--- config.mk ---
export PLATFORM = sky130hd
export DESIGN_NAME = multi_slot_software_timer_top
export DESIGN_NICKNAME = d
export VERILOG_FILES = /design/src/sv/mst_pkg.sv /design/src/sv/mst_ram.sv /design/src/sv/multi_slot_software_timer_top.sv
export SDC_FILE = /design/constraint.sdc
export NUM_CORES = 2
export LEC_CHECK = 0
export ABC_AREA = 1
export ABC_CLOCK_PERIOD_IN_PS = 5600
export BUFFER_PORTS_ARGS = -buffer_cell sky130_fd_sc_hd__buf_2
export CAP_MARGIN = 40
export CORE_UTILIZATION = 60
export DETAILED_ROUTE_END_ITERATION = 10
export PLACE_DENSITY = 0.81
export SYNTH_ARGS = -nofsm -noshare
export SYNTH_HDL_FRONTEND = slang
export SYNTH_HIERARCHICAL = 1
export SYNTH_SLANG_ARGS = --single-unit
--- constraint.sdc ---
create_clock -name clk -period 5.6 [get_ports clk]
set_input_delay 1.12 -clock clk [delete_from_list [all_inputs] [get_ports clk]]
set_output_delay 1.12 -clock clk [all_outputs]
set_load 0.03 [all_outputs]
--- src/sv/mst_pkg.sv ---
`timescale 1ns / 1ps

package mst_pkg;

  // Field widths
  localparam int MODE_W   = 2;
  localparam int KIND_W   = 2;
  localparam int HANDLE_W = 16;
  localparam int TIME_W   = 32;
  localparam int STEP_W   = 10;

  // Tick step after reset, in milliseconds
  localparam logic [STEP_W-1:0] STEP_RESET = 10'd10;

  // Most expiry words reported for one tick
  localparam int MAX_RESULTS = 16;
  localparam int REP_W       = $clog2(MAX_RESULTS + 1);

  // Command codes
  typedef logic [MODE_W-1:0] mode_t;
  localparam mode_t MODE_TICK  = 2'd0;
  localparam mode_t MODE_START = 2'd1;
  localparam mode_t MODE_STOP  = 2'd2;
  localparam mode_t MODE_NONE  = 2'd3;

  // Result codes
  typedef logic [KIND_W-1:0] kind_t;
  localparam kind_t KIND_OK      = 2'd0;
  localparam kind_t KIND_FULL    = 2'd1;
  localparam kind_t KIND_EXPIRED = 2'd2;

  // Sequencer states
  typedef enum logic [1:0] {
    ST_IDLE,
    ST_WALK,
    ST_DONE
  } state_t;

endpackage

--- src/sv/mst_ram.sv ---
`timescale 1ns / 1ps

module mst_ram #(
  parameter int WIDTH = 32,
  parameter int DEPTH = 16
) (
  input  logic                                   clk,
  input  logic                                   we,
  input  logic [((DEPTH > 1) ? $clog2(DEPTH) : 1)-1:0] waddr,
  input  logic [WIDTH-1:0]                       wdata,
  input  logic [((DEPTH > 1) ? $clog2(DEPTH) : 1)-1:0] raddr,
  output logic [WIDTH-1:0]                       rdata
);

  logic [WIDTH-1:0] mem [DEPTH];
  logic [WIDTH-1:0] rdata_r;

  // Write one entry, register the read data
  always_ff @(posedge clk) begin
    if (we) begin
      mem[waddr] <= wdata;
    end
    rdata_r <= mem[raddr];
  end

  assign rdata = rdata_r;

endmodule

--- src/sv/multi_slot_software_timer_top.sv ---
// Table of SLOTS software timers keyed by a 16-bit handle.
// Input channel: a command word is taken at a clock edge with start high and
// busy low. in_mode selects tick, start timer or stop timer; mode 3 is taken
// and ignored. Start re-arms the slot holding the handle or claims the lowest
// free slot; stop frees the slot holding the handle.
// Result channel: every result word is shown for exactly one cycle with
// out_valid high; the receiver cannot stall it. Start and stop give one word
// (accepted, or start dropped because the table is full). A tick gives one
// expiry word per expiring slot (at most MAX_RESULTS) in slot order, none if
// nothing expires, and out_last marks the final word of the command.
// Timing: each command walks the whole table, one slot per cycle, through the
// registered read port of the slot memories, so busy stays high through the
// walk and the done state, and no new command is taken until busy falls.
// The final result word is shown in the first cycle with busy low; earlier
// expiry words of a tick appear while busy is high.
// Configuration: cfg_we writes the tick step (ms); the user must write it
// only while the block is idle; the block does not enforce it. Reset (rst_n
// low, synchronous) frees all slots, sets the tick step to 10 ms and needs
// no clearing pass; slot memories keep old data until a start writes them.
`timescale 1ns / 1ps

module multi_slot_software_timer_top #(
  parameter int SLOTS = 16
) (
  input  logic                           clk,
  input  logic                           rst_n,
  input  logic                           start,
  output logic                           busy,
  input  logic [mst_pkg::MODE_W-1:0]     in_mode,
  input  logic [mst_pkg::HANDLE_W-1:0]   in_timer_handle,
  input  logic [mst_pkg::TIME_W-1:0]     in_timeout_ms,
  input  logic                           in_periodic,
  input  logic                           cfg_we,
  input  logic [mst_pkg::STEP_W-1:0]     cfg_wdata,
  output logic                           out_valid,
  output logic [mst_pkg::KIND_W-1:0]     out_result_kind,
  output logic [mst_pkg::HANDLE_W-1:0]   out_result_handle,
  output logic                           out_last
);

  import mst_pkg::*;

  localparam int SLOT_W = (SLOTS > 1) ? $clog2(SLOTS) : 1;
  localparam int CNT_W  = $clog2(SLOTS + 1);
  localparam int CFG_W  = HANDLE_W + TIME_W + 1;

  // Control registers
  state_t             state_r, state_nxt;
  logic [CNT_W-1:0]   cnt_r, cnt_nxt;
  logic               p_vld_r, p_vld_nxt;
  logic [STEP_W-1:0]  step_r, step_nxt;
  logic [SLOTS-1:0]   used_r, used_nxt;
  logic [SLOTS-1:0]   active_r, active_nxt;
  logic               hit_r, hit_nxt;
  logic               free_r, free_nxt;
  logic               held_vld_r, held_vld_nxt;
  logic [REP_W-1:0]   rep_r, rep_nxt;
  logic               out_valid_r, out_valid_nxt;

  // Payload registers
  logic [SLOT_W-1:0]   p_idx_r, p_idx_nxt;
  mode_t               mode_r, mode_nxt;
  logic [HANDLE_W-1:0] hdl_r, hdl_nxt;
  logic [TIME_W-1:0]   tmo_r, tmo_nxt;
  logic                per_r, per_nxt;
  logic [SLOT_W-1:0]   hit_idx_r, hit_idx_nxt;
  logic [SLOT_W-1:0]   free_idx_r, free_idx_nxt;
  logic [HANDLE_W-1:0] held_hdl_r, held_hdl_nxt;
  kind_t               out_kind_r, out_kind_nxt;
  logic [HANDLE_W-1:0] out_handle_r, out_handle_nxt;
  logic                out_last_r, out_last_nxt;

  // Memory ports
  logic              a_we, b_we;
  logic [SLOT_W-1:0] waddr, raddr;
  logic [CFG_W-1:0]  a_wdata, a_rdata;
  logic [TIME_W-1:0] b_wdata, b_rdata;

  // Read-side slot fields and tick arithmetic
  logic [HANDLE_W-1:0] rd_hdl;
  logic [TIME_W-1:0]   rd_tmo;
  logic                rd_per;
  logic [TIME_W:0]     sum;
  logic [TIME_W-1:0]   sat;
  logic                expired;
  logic                accept;
  logic                walk_end;
  logic [SLOT_W-1:0]   tgt_idx;

  // Slot memories: {handle, timeout, periodic} and elapsed count
  mst_ram #(.WIDTH(CFG_W), .DEPTH(SLOTS)) u_cfg_ram (
    .clk   (clk),
    .we    (a_we),
    .waddr (waddr),
    .wdata (a_wdata),
    .raddr (raddr),
    .rdata (a_rdata)
  );

  mst_ram #(.WIDTH(TIME_W), .DEPTH(SLOTS)) u_cnt_ram (
    .clk   (clk),
    .we    (b_we),
    .waddr (waddr),
    .wdata (b_wdata),
    .raddr (raddr),
    .rdata (b_rdata)
  );

  assign busy     = (state_r != ST_IDLE);
  assign accept   = start && !busy;
  assign walk_end = (cnt_r == CNT_W'(SLOTS));
  assign raddr    = cnt_r[SLOT_W-1:0];

  assign rd_hdl = a_rdata[CFG_W-1 -: HANDLE_W];
  assign rd_tmo = a_rdata[TIME_W:1];
  assign rd_per = a_rdata[0];

  // Saturating add of the step, then compare against the timeout
  assign sum     = {1'b0, b_rdata} + {{(TIME_W + 1 - STEP_W){1'b0}}, step_r};
  assign sat     = sum[TIME_W] ? {TIME_W{1'b1}} : sum[TIME_W-1:0];
  assign expired = (sat >= rd_tmo);

  assign tgt_idx = hit_r ? hit_idx_r : free_idx_r;

  // Next state
  always_comb begin
    state_nxt = state_r;
    unique case (state_r)
      ST_IDLE: begin
        if (accept && in_mode != MODE_NONE) begin
          state_nxt = ST_WALK;
        end
      end
      ST_WALK: begin
        if (walk_end) begin
          state_nxt = ST_DONE;
        end
      end
      ST_DONE: begin
        state_nxt = ST_IDLE;
      end
      default: begin
        state_nxt = ST_IDLE;
      end
    endcase
  end

  // Walk the table, update slots and form result words
  always_comb begin
    cnt_nxt        = cnt_r;
    p_vld_nxt      = 1'b0;
    p_idx_nxt      = cnt_r[SLOT_W-1:0];
    step_nxt       = step_r;
    used_nxt       = used_r;
    active_nxt     = active_r;
    hit_nxt        = hit_r;
    hit_idx_nxt    = hit_idx_r;
    free_nxt       = free_r;
    free_idx_nxt   = free_idx_r;
    held_vld_nxt   = held_vld_r;
    held_hdl_nxt   = held_hdl_r;
    rep_nxt        = rep_r;
    mode_nxt       = mode_r;
    hdl_nxt        = hdl_r;
    tmo_nxt        = tmo_r;
    per_nxt        = per_r;
    out_valid_nxt  = 1'b0;
    out_kind_nxt   = KIND_OK;
    out_handle_nxt = hdl_r;
    out_last_nxt   = 1'b1;
    a_we           = 1'b0;
    b_we           = 1'b0;
    waddr          = p_idx_r;
    a_wdata        = {hdl_r, tmo_r, per_r};
    b_wdata        = sat;

    if (cfg_we) begin
      step_nxt = cfg_wdata;
    end

    // Latch the command word and clear the search state
    if (accept) begin
      mode_nxt     = in_mode;
      hdl_nxt      = in_timer_handle;
      tmo_nxt      = in_timeout_ms;
      per_nxt      = in_periodic;
      cnt_nxt      = '0;
      hit_nxt      = 1'b0;
      free_nxt     = 1'b0;
      held_vld_nxt = 1'b0;
      rep_nxt      = '0;
    end

    // Issue one slot read per cycle
    if (state_r == ST_WALK && !walk_end) begin
      cnt_nxt   = cnt_r + CNT_W'(1);
      p_vld_nxt = 1'b1;
    end

    // Process the slot whose read data has arrived
    if (p_vld_r) begin
      case (mode_r) inside
        MODE_TICK: begin
          if (used_r[p_idx_r] && active_r[p_idx_r]) begin
            b_we = 1'b1;
            if (expired) begin
              if (rd_per) begin
                b_wdata = '0;
              end else begin
                active_nxt[p_idx_r] = 1'b0;
              end
              if (rep_r != REP_W'(MAX_RESULTS)) begin
                // Release the held word; the newest one waits for its last flag
                if (held_vld_r) begin
                  out_valid_nxt  = 1'b1;
                  out_kind_nxt   = KIND_EXPIRED;
                  out_handle_nxt = held_hdl_r;
                  out_last_nxt   = 1'b0;
                end
                held_vld_nxt = 1'b1;
                held_hdl_nxt = rd_hdl;
                rep_nxt      = rep_r + REP_W'(1);
              end
            end
          end
        end
        MODE_START, MODE_STOP: begin
          if (used_r[p_idx_r] && rd_hdl == hdl_r && !hit_r) begin
            hit_nxt     = 1'b1;
            hit_idx_nxt = p_idx_r;
          end
          if (!used_r[p_idx_r] && !free_r) begin
            free_nxt     = 1'b1;
            free_idx_nxt = p_idx_r;
          end
        end
        default: begin
        end
      endcase
    end

    // Finish the command
    if (state_r == ST_DONE) begin
      case (mode_r)
        MODE_TICK: begin
          if (held_vld_r) begin
            out_valid_nxt  = 1'b1;
            out_kind_nxt   = KIND_EXPIRED;
            out_handle_nxt = held_hdl_r;
          end
        end
        MODE_START: begin
          out_valid_nxt = 1'b1;
          if (hit_r || free_r) begin
            a_we                = 1'b1;
            b_we                = 1'b1;
            waddr               = tgt_idx;
            b_wdata             = '0;
            used_nxt[tgt_idx]   = 1'b1;
            active_nxt[tgt_idx] = 1'b1;
          end else begin
            out_kind_nxt = KIND_FULL;
          end
        end
        MODE_STOP: begin
          out_valid_nxt = 1'b1;
          if (hit_r) begin
            used_nxt[hit_idx_r]   = 1'b0;
            active_nxt[hit_idx_r] = 1'b0;
          end
        end
        default: begin
        end
      endcase
    end
  end

  // Control registers
  always_ff @(posedge clk) begin
    if (!rst_n) begin
      state_r     <= ST_IDLE;
      cnt_r       <= '0;
      p_vld_r     <= 1'b0;
      step_r      <= STEP_RESET;
      used_r      <= '0;
      active_r    <= '0;
      hit_r       <= 1'b0;
      free_r      <= 1'b0;
      held_vld_r  <= 1'b0;
      rep_r       <= '0;
      out_valid_r <= 1'b0;
    end else begin
      state_r     <= state_nxt;
      cnt_r       <= cnt_nxt;
      p_vld_r     <= p_vld_nxt;
      step_r      <= step_nxt;
      used_r      <= used_nxt;
      active_r    <= active_nxt;
      hit_r       <= hit_nxt;
      free_r      <= free_nxt;
      held_vld_r  <= held_vld_nxt;
      rep_r       <= rep_nxt;
      out_valid_r <= out_valid_nxt;
    end
  end

  // Payload registers
  always_ff @(posedge clk) begin
    p_idx_r      <= p_idx_nxt;
    mode_r       <= mode_nxt;
    hdl_r        <= hdl_nxt;
    tmo_r        <= tmo_nxt;
    per_r        <= per_nxt;
    hit_idx_r    <= hit_idx_nxt;
    free_idx_r   <= free_idx_nxt;
    held_hdl_r   <= held_hdl_nxt;
    out_kind_r   <= out_kind_nxt;
    out_handle_r <= out_handle_nxt;
    out_last_r   <= out_last_nxt;
  end

  assign out_valid         = out_valid_r;
  assign out_result_kind   = out_kind_r;
  assign out_result_handle = out_handle_r;
  assign out_last          = out_last_r;

  // A slot is never active unless it is allocated
  a_active_used: assert property (@(posedge clk) disable iff (!rst_n)
    (active_r & ~used_r) == '0)
    else $error("active slot not allocated");

  // Start and stop results always close their command
  a_cmd_last: assert property (@(posedge clk) disable iff (!rst_n)
    out_valid_r && out_kind_r != KIND_EXPIRED |-> out_last_r)
    else $error("command result without last flag");

  // A real command keeps the block busy on the next cycle
  a_busy_follows: assert property (@(posedge clk) disable iff (!rst_n)
    start && !busy && in_mode != MODE_NONE |=> busy)
    else $error("command taken without entering the walk");

  // Reported expiries never exceed the per-tick limit
  a_rep_limit: assert property (@(posedge clk) disable iff (!rst_n)
    rep_r <= REP_W'(MAX_RESULTS))
    else $error("too many expiry words counted");

endmodule

==> flow_summary.ini <==
[floorplan]
floorplan.die_area_sq_um = 113000
initial_core_util_pct = 60.7
number_of_rows_created_at_floorplan = 122
design.core.area_sq_um = 111000
die_y_microns = 337
die_w_microns = 337
floorplan.io_pins = 86

[clocking]
cts_hold_buf = 0
cts-buffers-inserted = 153
deepest_level_of_the_cts_h_tree = 4
cts_setup_buffers = 0
ctsResizeCount = 0
cts.reportedPaths.clkPinSlew_ns = 0.06
clock-root-buffer = sky130_fd_sc_hd__clkbuf_16
clock-sinks = 1534
insertion_delay_ns = 0.77
clockBufferDepth = 3
cts_tree = done

[setup_path]
timing.critical_path.fanout_max = 16
worstPathRequired_ns = 6.00
startpoint_type = flop
cp.arrival_ns = 5.55
timing_worst_setup_path_type = reg -> reg
nature_of_the_critical_path_endpoint = flop

[yosys]
synth_top_cell_area_share_pct = 61.2
synth_sequential_area_ratio_pct = 66.1
synth_cell_types = 47
post_synth_instance_area_sq_um = 67200
syn_nets = 6839
synth_warnings = 6
synth.top_cells.by_area = sky130_fd_sc_hd__edfxtp_1, sky130_fd_sc_hd__nand2_1, sky130_fd_sc_hd__nand3_1
yosys_register_bits = 1534
synth_top_area_cell = sky130_fd_sc_hd__edfxtp_1
synthesis.instances = 6723
syn-mean-instance-area_sq_um = 10.0

[cells_and_area]
filler_cell_count = 7738
area.growth.synth_to_final_pct = 9.84
final_util_pct = 66.6
layout.cells.most_common_list = sky130_fd_sc_hd__nand2_1, sky130_fd_sc_hd__edfxtp_1, sky130_fd_sc_hd__inv_1, sky130_fd_sc_hd__nand3_1, sky130_fd_sc_hd__nor2_1
layout.cells.most_common = sky130_fd_sc_hd__nand2_1
drive_above_1_share_pct = 6.89
final_cell_count_no_fill = 8359
total_nets_final = 6860

[grt]
grt_remaining_overflow = 0
first_global_vias = 46300
largest_net_degree_at_the_start_of_global_routing = 214
number_of_antenna_violations_at_the_first_check_in_global_routing = 2
wire_length_of_the_first_global_routing_pass_mm = 257
track_usage_pct = 29.7

[power]
switching_pwr_w = 0.00574
power_frac_clock_pct = 40.5
swShare_pct = 23.2
seqPwrFrac_pct = 52.4
power.leakage_nw = 31.4
power.density_cell_area_nw_per_um2 = 334
intPower_w = 0.0189
worst_ir_drop_vdd_v = 0.000255
power.share.combinational_pct = 7.1

[drt]
wl_per_cell_microns = 20.1
detail_route.vias_per_cell = 5.69
drt_iter0_markers = 6293
vias = 47600
detail-route-antenna-nets = 0
met3WireLength_mm = 18.0
met1_length_mm = 61.3
drc = 0
routed.top_layer = met5
route.final.wire_length_mm = 168
drt_first_pass_iters = 8
met2_length_mm = 81.1

[worst_hold_path]
min_path_type = reg -> reg

[job]
drv_cap = 0

[sta]
slew_headroom_pct = 28.6
timing_max_transition_violations_final = 0
finalSetupTns_ns = 0
post-route-period-util_pct = 91.9
finalSetupViolCount = 0
finalCriticalPeriod_ns = 5.15
achievable-frequency_mhz = 194
worst-slew-pin-transition_ns = 1.07
rsz_0062_raised_after_global_routing = no
hold_viol = 0
finClkSkew_ns = 0.0421

[place]
io_buffers = 85
dpl.cell_count = 8076
final_estimated_routing_congestion_in_global_placement = 0.954
place_hpwl_mm = 91.0

[outcome]
status = finished clean
[logic make-up after synthesis]
| kind of cell | count (synthesis) | synth area share (%) |
|---|---|---|
| flops | 1534 | 66.1 |
| buf+inv | 1481 | 9.49 |
| fa+ha+maj | 51 | 0.960 |
| simple gates | 3448 | 21.5 |
| compound gates | 169 | 1.40 |
| mux | 11 | 0.182 |
| xor+xnor | 29 | 0.378 |
[state kept, by name (all words and copies together) (netlist names), 2 cells and up]
| signal | count |
|---|---|
| hit_idx_r | 4 |
| u_cnt_ram/rdata | 32 |
| state_r | 2 |
| active_r | 16 |
| mode_r | 2 |
| used_r | 16 |
| free_idx_r | 4 |
| step_r | 10 |
| tmo_r | 32 |
| held_hdl_r | 16 |
| u_cfg_ram/mem | 784 |
| hdl_r | 16 |
| p_idx_r | 4 |
| rep_r | 5 |
| u_cfg_ram/rdata | 49 |
| out_result_kind | 2 |
| u_cnt_ram/mem | 512 |
| cnt_r | 5 |
| out_result_handle | 16 |
[stage by stage]
step	power, W	setup WS, ns	area, sq um	hold WS, ns
floorplan	0.0144	1.20	67200	0.402
global placement	0.0148	0.416	68400	0.438
detailed placement	0.0149	0.582	68900	0.443
CTS	0.0247	0.527	73800	0.458
global route	0.0254	0.123	73800	0.480
finish	0.0247	0.452	73800	0.462
[area by class of cell]
cell class / count / area (sq um) / share of cell area [%]
Sequential cell: 1534 / 44400 / 60.2
Multi-Input combinational cell: 3708 / 16700 / 22.6
Inverter: 1173 / 4440 / 6.01
Clock buffer: 211 / 4210 / 5.70
Tap cell: 1488 / 1860 / 2.52
Timing Repair Buffer: 174 / 1540 / 2.08
Clock inverter: 69 / 688 / 0.932
Antenna cell: 2 / 5.00 / 0.00678
[final timing paths]
check / startpoint / endpoint / slack [ns] / cells after the start
max reg2reg: step_r[0] / u_cnt_ram/mem[4][2] / 0.45 / 27
max: step_r[0] / u_cnt_ram/mem[4][2] / 0.45 / 27
min reg2reg: u_cfg_ram/rdata[34] / held_hdl_r[1] / 0.46 / 0
min: u_cfg_ram/rdata[34] / held_hdl_r[1] / 0.46 / 0
[synthesized netlist by cell type (all sizes together)]
cell / n
a211oi: 7
a21boi: 4
a21o: 2
a21oi: 91
a221oi: 1
a22o: 1
a22oi: 1
a32o: 1
buf: 263
clkbuf: 45
clkinv: 3
dfxtp: 163
edfxtp: 1371
fa: 1
ha: 50
inv: 1170
mux2: 10
mux2i: 1
nand2: 2067
nand3: 1051
nand3b: 4
nand4: 16
nor2: 259
nor3: 34
nor3b: 1
nor4: 7
o21a: 11
o21ai: 45
o21bai: 1
o22ai: 4
or2: 9
xnor2: 12
xor2: 17
[power groups by stage]
stage                     registers [W]  clock network [W]  logic (W)
final                            0.0129             0.0100    0.00174
after global routing             0.0129             0.0105    0.00193
after CTS                        0.0129             0.0101    0.00171
after detailed placement         0.0132                  0    0.00169
after global placement           0.0132                  0    0.00161
after floorplan                  0.0131                  0    0.00129
[critical path: stages (launching register included)]
cell	delay (ns)
sky130_fd_sc_hd__dfxtp_1	0.33
sky130_fd_sc_hd__ha_1	0.20
sky130_fd_sc_hd__fa_1	0.24
sky130_fd_sc_hd__nand3_1	0.09
sky130_fd_sc_hd__nand2_1	0.13
sky130_fd_sc_hd__nand2_1	0.07
sky130_fd_sc_hd__nand2_1	0.13
sky130_fd_sc_hd__inv_1	0.07
sky130_fd_sc_hd__o21bai_2	0.50
sky130_fd_sc_hd__nand3_1	0.23
sky130_fd_sc_hd__inv_2	0.30
sky130_fd_sc_hd__nor2_1	0.11
sky130_fd_sc_hd__inv_1	0.07
sky130_fd_sc_hd__ha_1	0.24
sky130_fd_sc_hd__nand2_1	0.10
sky130_fd_sc_hd__inv_1	0.04
sky130_fd_sc_hd__nand2_1	0.05
sky130_fd_sc_hd__nand2_1	0.04
sky130_fd_sc_hd__nand2_1	0.05
sky130_fd_sc_hd__nand2_1	0.07
sky130_fd_sc_hd__nor2_1	0.09
sky130_fd_sc_hd__nand2_1	0.12
sky130_fd_sc_hd__nand2_1	0.10
sky130_fd_sc_hd__nand2_2	0.12
sky130_fd_sc_hd__nand2_4	0.18
sky130_fd_sc_hd__o21ai_4	0.11
sky130_fd_sc_hd__buf_4	0.22
sky130_fd_sc_hd__nor2_1	0.75
[per-layer routing]
layer,vias to the layer above,GRT usage [%]
met5,-,0
met1,22300,38.6
met2,2978,49.2
met4,2,14.6
met3,576,4.41
li1,21700,-
Power figures use the tool's default switching activity.
